<file path="config.mk">
export PLATFORM = sky130hd
export DESIGN_NAME = block_buffer_cache_lru_unit
export DESIGN_NICKNAME = d
export VERILOG_FILES = /design/src/hw/rtl/bbc_pkg.sv /design/src/hw/rtl/bbc_store.sv /design/src/hw/rtl/bbc_scan.sv /design/src/hw/rtl/block_buffer_cache_lru_unit.sv
export SDC_FILE = /design/constraint.sdc
export NUM_CORES = 2
export LEC_CHECK = 0
export BUFFER_PORTS_ARGS = -buffer_cell sky130_fd_sc_hd__buf_2
export CORE_ASPECT_RATIO = 0.9
export CORE_MARGIN = 10
export CORE_UTILIZATION = 63
export CTS_BUF_LIST = sky130_fd_sc_hd__clkbuf_4 sky130_fd_sc_hd__clkbuf_8 sky130_fd_sc_hd__clkbuf_16
export DETAILED_ROUTE_END_ITERATION = 7
export HOLD_SLACK_MARGIN = 0.05
export PLACE_DENSITY_LB_ADDON = 0.05
export SLEW_MARGIN = 15
export SYNTH_ARGS = -nofsm -noshare
export SYNTH_HDL_FRONTEND = slang
export SYNTH_SLANG_ARGS = --single-unit
</file>
<file path="constraint.sdc">
create_clock -name clk -period 8.9 [get_ports clk]
set_input_delay 0.89 -clock clk [delete_from_list [all_inputs] [get_ports clk]]
set_output_delay 0.89 -clock clk [all_outputs]
set_load 0.1 [all_outputs]
</file>
<file path="src/hw/rtl/bbc_pkg.sv">
`timescale 1ns / 1ps
package bbc_pkg;

  localparam int OP_W     = 2;
  localparam int DEV_W    = 8;
  localparam int BLK_W    = 32;
  localparam int SLOT_W   = 5;
  localparam int STAMP_W  = 32;
  localparam int CNT_W    = 8;
  localparam int STATUS_W = 2;

  localparam logic [CNT_W-1:0] COUNT_MAX = 8'd255;

  typedef enum logic [OP_W-1:0] {
    OP_GET     = 2'd0,
    OP_RELEASE = 2'd1,
    OP_PIN     = 2'd2,
    OP_UNPIN   = 2'd3
  } op_t;

  typedef enum logic [STATUS_W-1:0] {
    STAT_OK     = 2'd0,
    STAT_NOFREE = 2'd1,
    STAT_UNDER  = 2'd2
  } status_t;

  typedef enum logic [2:0] {
    S_IDLE,
    S_SCAN,
    S_DRAIN,
    S_GET_WR,
    S_SLOT_RD,
    S_SLOT_WR,
    S_SLOT_NOP
  } state_t;

  typedef struct packed {
    logic               cv;
    logic [DEV_W-1:0]   dev;
    logic [BLK_W-1:0]   blk;
    logic [CNT_W-1:0]   cnt;
    logic [STAMP_W-1:0] stamp;
  } ent_t;

  typedef struct packed {
    logic hit;
    logic free;
  } scan_flags_t;

endpackage

</file>
<file path="src/hw/rtl/bbc_store.sv">
`timescale 1ns / 1ps
module bbc_store
  import bbc_pkg::*;
#(
  parameter int SLOTS = 32,
  parameter int IDX_W = 5
) (
  input  logic             clk,
  input  logic             rst_n,
  input  logic             rd_en,
  input  logic [IDX_W-1:0] rd_addr,
  output ent_t             rd_ent,
  input  logic             wr_en,
  input  logic [IDX_W-1:0] wr_addr,
  input  ent_t             wr_ent
);

  ent_t             mem [SLOTS];
  ent_t             rd_data_r;
  logic [SLOTS-1:0] vld_r;
  logic             rd_vld_r;

  always_ff @(posedge clk) begin
    if (wr_en) begin
      mem[wr_addr] <= wr_ent;
    end
    if (rd_en) begin
      rd_data_r <= mem[rd_addr];
    end
  end

  // An entry never written since reset reads back as all zeros.
  always_ff @(posedge clk) begin
    if (!rst_n) begin
      vld_r    <= '0;
      rd_vld_r <= 1'b0;
    end else begin
      if (wr_en) begin
        vld_r[wr_addr] <= 1'b1;
      end
      if (rd_en) begin
        rd_vld_r <= vld_r[rd_addr];
      end
    end
  end

  assign rd_ent = rd_vld_r ? rd_data_r : '0;

endmodule

</file>
<file path="src/hw/rtl/bbc_scan.sv">
`timescale 1ns / 1ps
module bbc_scan
  import bbc_pkg::*;
#(
  parameter int IDX_W = 5
) (
  input  logic             clk,
  input  logic             rst_n,
  input  logic             clr,
  input  logic             smp_vld,
  input  logic [IDX_W-1:0] smp_idx,
  input  ent_t             smp_ent,
  input  logic [DEV_W-1:0] key_dev,
  input  logic [BLK_W-1:0] key_blk,
  output scan_flags_t      flags,
  output logic [IDX_W-1:0] hit_idx,
  output ent_t             hit_ent,
  output logic [IDX_W-1:0] lru_idx
);

  scan_flags_t        flags_r;
  logic [IDX_W-1:0]   hit_idx_r;
  ent_t               hit_ent_r;
  logic [IDX_W-1:0]   lru_idx_r;
  logic [STAMP_W-1:0] lru_stamp_r;
  logic               tag_eq;
  logic               take_hit;
  logic               take_lru;

  assign tag_eq   = (smp_ent.dev == key_dev) && (smp_ent.blk == key_blk);
  assign take_hit = smp_vld && tag_eq && !flags_r.hit;
  // Strictly older only, so the lowest index wins a tie.
  assign take_lru = smp_vld && (smp_ent.cnt == '0) &&
                    (!flags_r.free || (smp_ent.stamp < lru_stamp_r));

  always_ff @(posedge clk) begin
    if (!rst_n) begin
      flags_r <= '0;
    end else if (clr) begin
      flags_r <= '0;
    end else begin
      if (take_hit) begin
        flags_r.hit <= 1'b1;
      end
      if (take_lru) begin
        flags_r.free <= 1'b1;
      end
    end
  end

  always_ff @(posedge clk) begin
    if (take_hit) begin
      hit_idx_r <= smp_idx;
      hit_ent_r <= smp_ent;
    end
    if (take_lru) begin
      lru_idx_r   <= smp_idx;
      lru_stamp_r <= smp_ent.stamp;
    end
  end

  assign flags   = flags_r;
  assign hit_idx = hit_idx_r;
  assign hit_ent = hit_ent_r;
  assign lru_idx = lru_idx_r;

endmodule

</file>
<file path="src/hw/rtl/block_buffer_cache_lru_unit.sv">
`timescale 1ns / 1ps
// Channel  Ports                                                Direction
// in       in_valid/in_ready, in_op, in_device, in_block_number,  input
//          in_slot_in, in_now
// out      out_valid/out_ready, out_slot_out, out_hit,           output
//          out_needs_read, out_status
//
// A get scans the slot store, reading one entry per cycle
// through its single read port and a shared tag and stamp comparator.
// Release, pin and unpin read then update their slot, if in range.
// The input is not ready until the result beat of the current item has been
// loaded into the output register. Reset clears every slot to zero at once.
module block_buffer_cache_lru_unit
  import bbc_pkg::*;
#(
  parameter int SLOTS = 32
) (
  input  logic                clk,
  input  logic                rst_n,
  input  logic                in_valid,
  output logic                in_ready,
  input  logic [OP_W-1:0]     in_op,
  input  logic [DEV_W-1:0]    in_device,
  input  logic [BLK_W-1:0]    in_block_number,
  input  logic [SLOT_W-1:0]   in_slot_in,
  input  logic [STAMP_W-1:0]  in_now,
  output logic                out_valid,
  input  logic                out_ready,
  output logic [SLOT_W-1:0]   out_slot_out,
  output logic                out_hit,
  output logic                out_needs_read,
  output logic [STATUS_W-1:0] out_status
);

  localparam int IDX_W = (SLOTS > 1) ? $clog2(SLOTS) : 1;
  localparam int EXT_W = (IDX_W > SLOT_W) ? IDX_W : SLOT_W;
  localparam logic [IDX_W-1:0] LAST_IDX = IDX_W'(SLOTS - 1);

  state_t               state_r;
  state_t               state_nxt;
  op_t                  op_r;
  logic [DEV_W-1:0]     dev_r;
  logic [BLK_W-1:0]     blk_r;
  logic [SLOT_W-1:0]    slot_r;
  logic [STAMP_W-1:0]   now_r;
  logic [IDX_W-1:0]     scan_cnt_r;
  logic                 smp_vld_r;
  logic [IDX_W-1:0]     smp_idx_r;

  logic                 out_valid_r;
  logic [SLOT_W-1:0]    out_slot_r;
  logic                 out_hit_r;
  logic                 out_rd_r;
  status_t              out_status_r;

  logic                 accept;
  logic                 out_free;
  logic                 in_oor;
  logic                 fin;
  logic                 rd_en;
  logic [IDX_W-1:0]     rd_addr;
  ent_t                 rd_ent;
  logic                 wr_en;
  logic [IDX_W-1:0]     wr_addr;
  ent_t                 wr_ent;
  logic [SLOT_W-1:0]    res_slot;
  logic                 res_hit;
  logic                 res_rd;
  status_t              res_status;

  scan_flags_t          flags;
  logic [IDX_W-1:0]     hit_idx;
  ent_t                 hit_ent;
  logic [IDX_W-1:0]     lru_idx;

  logic [EXT_W-1:0]     slot_ext;
  logic [EXT_W-1:0]     hit_ext;
  logic [EXT_W-1:0]     lru_ext;
  logic [IDX_W-1:0]     slot_idx;

  assign accept   = in_valid && in_ready;
  assign out_free = !out_valid_r || out_ready;
  assign in_ready = (state_r == S_IDLE);
  assign in_oor   = (32'(in_slot_in) >= SLOTS);

  assign slot_ext = EXT_W'(slot_r);
  assign slot_idx = slot_ext[IDX_W-1:0];
  assign hit_ext  = EXT_W'(hit_idx);
  assign lru_ext  = EXT_W'(lru_idx);

  bbc_store #(
    .SLOTS (SLOTS),
    .IDX_W (IDX_W)
  ) u_store (
    .clk     (clk),
    .rst_n   (rst_n),
    .rd_en   (rd_en),
    .rd_addr (rd_addr),
    .rd_ent  (rd_ent),
    .wr_en   (wr_en),
    .wr_addr (wr_addr),
    .wr_ent  (wr_ent)
  );

  bbc_scan #(
    .IDX_W (IDX_W)
  ) u_scan (
    .clk     (clk),
    .rst_n   (rst_n),
    .clr     (accept),
    .smp_vld (smp_vld_r),
    .smp_idx (smp_idx_r),
    .smp_ent (rd_ent),
    .key_dev (dev_r),
    .key_blk (blk_r),
    .flags   (flags),
    .hit_idx (hit_idx),
    .hit_ent (hit_ent),
    .lru_idx (lru_idx)
  );

  always_comb begin
    state_nxt = state_r;
    case (state_r)
      S_IDLE: begin
        if (in_valid) begin
          if (op_t'(in_op) == OP_GET) begin
            state_nxt = S_SCAN;
          end else if (in_oor) begin
            state_nxt = S_SLOT_NOP;
          end else begin
            state_nxt = S_SLOT_RD;
          end
        end
      end
      S_SCAN: begin
        if (scan_cnt_r == LAST_IDX) begin
          state_nxt = S_DRAIN;
        end
      end
      S_DRAIN:   state_nxt = S_GET_WR;
      S_SLOT_RD: state_nxt = S_SLOT_WR;
      S_GET_WR, S_SLOT_WR, S_SLOT_NOP: begin
        if (out_free) begin
          state_nxt = S_IDLE;
        end
      end
      default:   state_nxt = S_IDLE;
    endcase
  end

  always_comb begin
    fin        = 1'b0;
    rd_en      = 1'b0;
    rd_addr    = scan_cnt_r;
    wr_en      = 1'b0;
    wr_addr    = slot_idx;
    wr_ent     = rd_ent;
    res_slot   = slot_r;
    res_hit    = 1'b0;
    res_rd     = 1'b0;
    res_status = STAT_OK;
    case (state_r)
      S_SCAN: begin
        rd_en = 1'b1;
      end
      S_SLOT_RD: begin
        rd_en   = 1'b1;
        rd_addr = slot_idx;
      end
      S_GET_WR: begin
        fin = out_free;
        if (flags.hit) begin
          wr_en        = fin;
          wr_addr      = hit_idx;
          wr_ent       = hit_ent;
          wr_ent.cnt   = (hit_ent.cnt == COUNT_MAX) ? hit_ent.cnt : hit_ent.cnt + 8'd1;
          wr_ent.stamp = now_r;
          wr_ent.cv    = 1'b1;
          res_slot     = hit_ext[SLOT_W-1:0];
          res_hit      = 1'b1;
          res_rd       = !hit_ent.cv;
        end else if (flags.free) begin
          wr_en        = fin;
          wr_addr      = lru_idx;
          wr_ent.cv    = 1'b1;
          wr_ent.dev   = dev_r;
          wr_ent.blk   = blk_r;
          wr_ent.cnt   = 8'd1;
          wr_ent.stamp = now_r;
          res_slot     = lru_ext[SLOT_W-1:0];
          res_rd       = 1'b1;
        end else begin
          res_slot   = '0;
          res_status = STAT_NOFREE;
        end
      end
      S_SLOT_WR: begin
        fin = out_free;
        if (op_r == OP_PIN) begin
          wr_en      = fin;
          wr_ent.cnt = (rd_ent.cnt == COUNT_MAX) ? rd_ent.cnt : rd_ent.cnt + 8'd1;
        end else if (rd_ent.cnt == '0) begin
          res_status = STAT_UNDER;
        end else begin
          wr_en      = fin;
          wr_ent.cnt = rd_ent.cnt - 8'd1;
        end
      end
      S_SLOT_NOP: begin
        fin = out_free;
      end
      default: begin
      end
    endcase
  end

  always_ff @(posedge clk) begin
    if (!rst_n) begin
      state_r     <= S_IDLE;
      scan_cnt_r  <= '0;
      smp_vld_r   <= 1'b0;
      out_valid_r <= 1'b0;
    end else begin
      state_r   <= state_nxt;
      smp_vld_r <= (state_r == S_SCAN);
      if (accept) begin
        scan_cnt_r <= '0;
      end else if (state_r == S_SCAN) begin
        scan_cnt_r <= scan_cnt_r + 1'b1;
      end
      if (fin) begin
        out_valid_r <= 1'b1;
      end else if (out_ready) begin
        out_valid_r <= 1'b0;
      end
    end
  end

  always_ff @(posedge clk) begin
    smp_idx_r <= scan_cnt_r;
    if (accept) begin
      op_r   <= op_t'(in_op);
      dev_r  <= in_device;
      blk_r  <= in_block_number;
      slot_r <= in_slot_in;
      now_r  <= in_now;
    end
    if (fin) begin
      out_slot_r   <= res_slot;
      out_hit_r    <= res_hit;
      out_rd_r     <= res_rd;
      out_status_r <= res_status;
    end
  end

  assign out_valid      = out_valid_r;
  assign out_slot_out   = out_slot_r;
  assign out_hit        = out_hit_r;
  assign out_needs_read = out_rd_r;
  assign out_status     = out_status_r;

endmodule
</file>
==> flow_summary.toml <==
[logic_synthesis]
postSynthCellCount = 8877
ys_types = 72
netlist_area_um2 = 116000
yosys.area.top_type_share_pct = 73.7
synth_flop_cell = "edfxtp_1"
synth_nets = 8996
yosys.area.top_type = "edfxtp_1"
synth_area_leaders = "edfxtp_1 (74%), nand2_1 (8.6%), and3_1 (3.2%)"
synth-seq-area-share_pct = 74.5
ys_ff_latch = 2902
yosysWarnings = 0
asyncSetResetFlopFracSynth_pct = 0
synth_edf_count = 2852
syn_area_per_cell_um2 = 13.1

[global_route]
grt_remaining_overflow = 0
track_usage_pct = 31.1
gr-usage-met3_pct = 4.69
grt.busiest_layer = "met2"
grt_first_pass_wirelength_mm = 471
antenna_found_initial = 4
grt_max_degree = 189
met1_usage_pct = 44.1
grt_pass1_vias = 71500
met2_usage_pct = 48.5

[route]
remaining_drc_errors = 0
drt-wirelength-per-cell_um = 27.9
dr.pass1.iters = 7
viasPerCell = 6.54
vias = 75000
routed_wl_mm = 320
first_iter_violations = 11100
antenna_left = 0

[sta]
fmax_ghz = 0.198
fin_skew_ps = 49.0
timing.final.crit_period_ps = 5060
grt_setup_unrepaired = "false"
final_hold_viol_count = 0
worstMarginPinSlew_ps = 1260
maxSlewViolCount = 0
whs_ps = 135
fin_crit_sh_pct = 56.8
setup_violations = 0
totalNegativeSetupSlack_ps = 0
relSlewSlack_pct = 15.6

[layout]
final_common_cell = "edfxtp_1"
post-route-util_pct = 70.1
nFillCells = 12400
instances_no_fill = 11500
fin_nets = 8959
final_cell_mix = "edfxtp_1 (2852), nand2_1 (2668), nand3_1 (675)"
drive_gt1_share_pct = 8.86
synthToLayoutAreaGrowth_pct = 10.6

[outcome]
status = "finished, final reports clean"

[clock_network]
clkTransAtPathRegs_ps = 60
postCtsSetupRepairBufs = 0
htreeDepth = 5
clock-sinks = 2902
clock-root-buffer = "clkbuf_16"
clockBufferDepth = 4
cts_buffers = 298
ctsHoldBuffers = 0
ctsResizeCount = 0
cts_tree = "built"
clk_latency_ps = 940

[power]
power.leakage_nw = 46.4
combPwrFrac_pct = 25.7
share_seq_of_total_power_pct = 43.7
power.density_nw_per_um2 = 305
clockPowerShare_pct = 30.6
p_int_mw = 26.3
ir_drop_mv = 0.346
switching_share_pct = 32.8
p_switching_mw = 12.8

[die]
die_area_um2 = 202000
die_h_um = 428
start_util_pct = 63.4
io_pins = 94
fp.dieW_um = 473
num_rows = 149
core_area_um2 = 183000

[min_path]
hold_class = "input port to flop"

[setup_path]
worst_setup_path_start_kind = "flop"
cp_max_fo = 46
crit_arrival_ps = 5590
cp-end-kind = "flop"
crit_required_ps = 9440
crit_type = "flop to flop"

[place]
dpl.hpwl_mm = 163
gp_congestion = 0.862
placed_cells = 11000
numPortBuffers = 93

[flow_run]
max_cap_viol_count = 0
-- state kept, by name, summed over array words and instances, names as in the netlist, 3 cells and up --
| signal | count |
|---|---|
| dev_r | 8 |
| u_scan.hit_idx | 5 |
| u_store.vld_r | 32 |
| u_store.mem | 2592 |
| state_r | 3 |
| u_scan.hit_ent | 49 |
| u_scan.lru_idx | 5 |
| now_r | 32 |
| blk_r | 32 |
| slot_ext | 5 |
| smp_idx_r | 5 |
| out_slot_out | 5 |
| scan_cnt_r | 5 |
| u_scan.lru_stamp_r | 32 |
| u_store.rd_data_r | 81 |
-- cell type report --
cell class	instances	area [µm²]	area share, %
Antenna cell	3	7.51	0.00584
Clock buffer	373	8170	6.35
Clock inverter	125	1060	0.822
Inverter	84	315	0.245
Multi-Input combinational cell	5294	27300	21.2
Sequential cell	2902	86600	67.4
Tap cell	2416	3020	2.35
Timing Repair Buffer	260	2060	1.61
-- routing by layer --
| metal | up-vias | part of all wire, % |
|---|---|---|
| met3 | 723 | 10 |
| met4 | 0 | 4.9 |
| met5 | - | 0 |
| li1 | 32700 | - |
| met2 | 4306 | 47 |
| met1 | 37300 | 39 |
-- final timing paths --
kind | start | to | slack [ps] | cells after the start
setup / recovery | state_r[1] | u_store.mem[19][30] | 3840 | 9
hold / removal | in_now[23] | now_r[23] | 140 | 1
setup reg to reg | state_r[1] | u_store.mem[19][30] | 3840 | 9
hold reg to reg | scan_cnt_r[3] | smp_idx_r[3] | 390 | 0
-- power groups by stage --
stage / logic, mW / clock network (mW) / registers, mW
final: 10.1 / 12.0 / 17.1
after global routing: 10.9 / 12.6 / 17.1
after CTS: 9.93 / 12.1 / 17.1
after detailed placement: 9.89 / 0 / 17.4
after global placement: 9.64 / 0 / 17.4
after floorplan: 6.82 / 0 / 17.1
-- logic make-up (layout without fill, tap and decap cells) --
group / Yosys count / after routing / synth area share (%)
simple gates: 4498 / 4498 / 17.3
buf+inv: 681 / 842 / 2.44
other cells: 0 / 3 / 0
flops: 2902 / 2902 / 74.5
mux: 47 / 47 / 0.442
xor+xnor: 21 / 21 / 0.158
fa+ha+maj: 36 / 36 / 0.387
compound gates: 692 / 692 / 4.75
-- synth_stat cells, types with 38 or more instances --
| library cell | instances |
|---|---|
| a21oi_1 | 46 |
| o21ai_0 | 59 |
| and3_1 | 588 |
| a311oi_1 | 405 |
| buf_2 | 163 |
| edfxtp_1 | 2852 |
| and2_1 | 77 |
| nor3_1 | 258 |
| inv_1 | 83 |
| nand3_1 | 675 |
| clkbuf_1 | 379 |
| nand2_1 | 2670 |
| nor2_1 | 83 |
| dfxtp_1 | 50 |
| nor4_1 | 87 |
| buf_1 | 38 |
-- per-stage QoR --
stage	setup slack [ps]	area, µm²	total power, mW
6_report	3840	129000	39.2
2_1_floorplan	1550	116000	24.0
4_1_cts	3890	129000	39.1
3_3_place_gp	3720	119000	27.0
5_1_grt	3610	129000	40.7
3_5_place_dp	3910	119000	27.3
-- critical path, stage by stage, from the launching register on --
cell and delay (ps):
dfxtp_1 760, and3b_1 270, nand2_1 180, inv_2 100, buf_4 500, a22oi_1 120, o21ai_0 200, nand2_1 530
nor2_4 1060, buf_4 810
No activity file was read; power rests on OpenSTA's default activity.
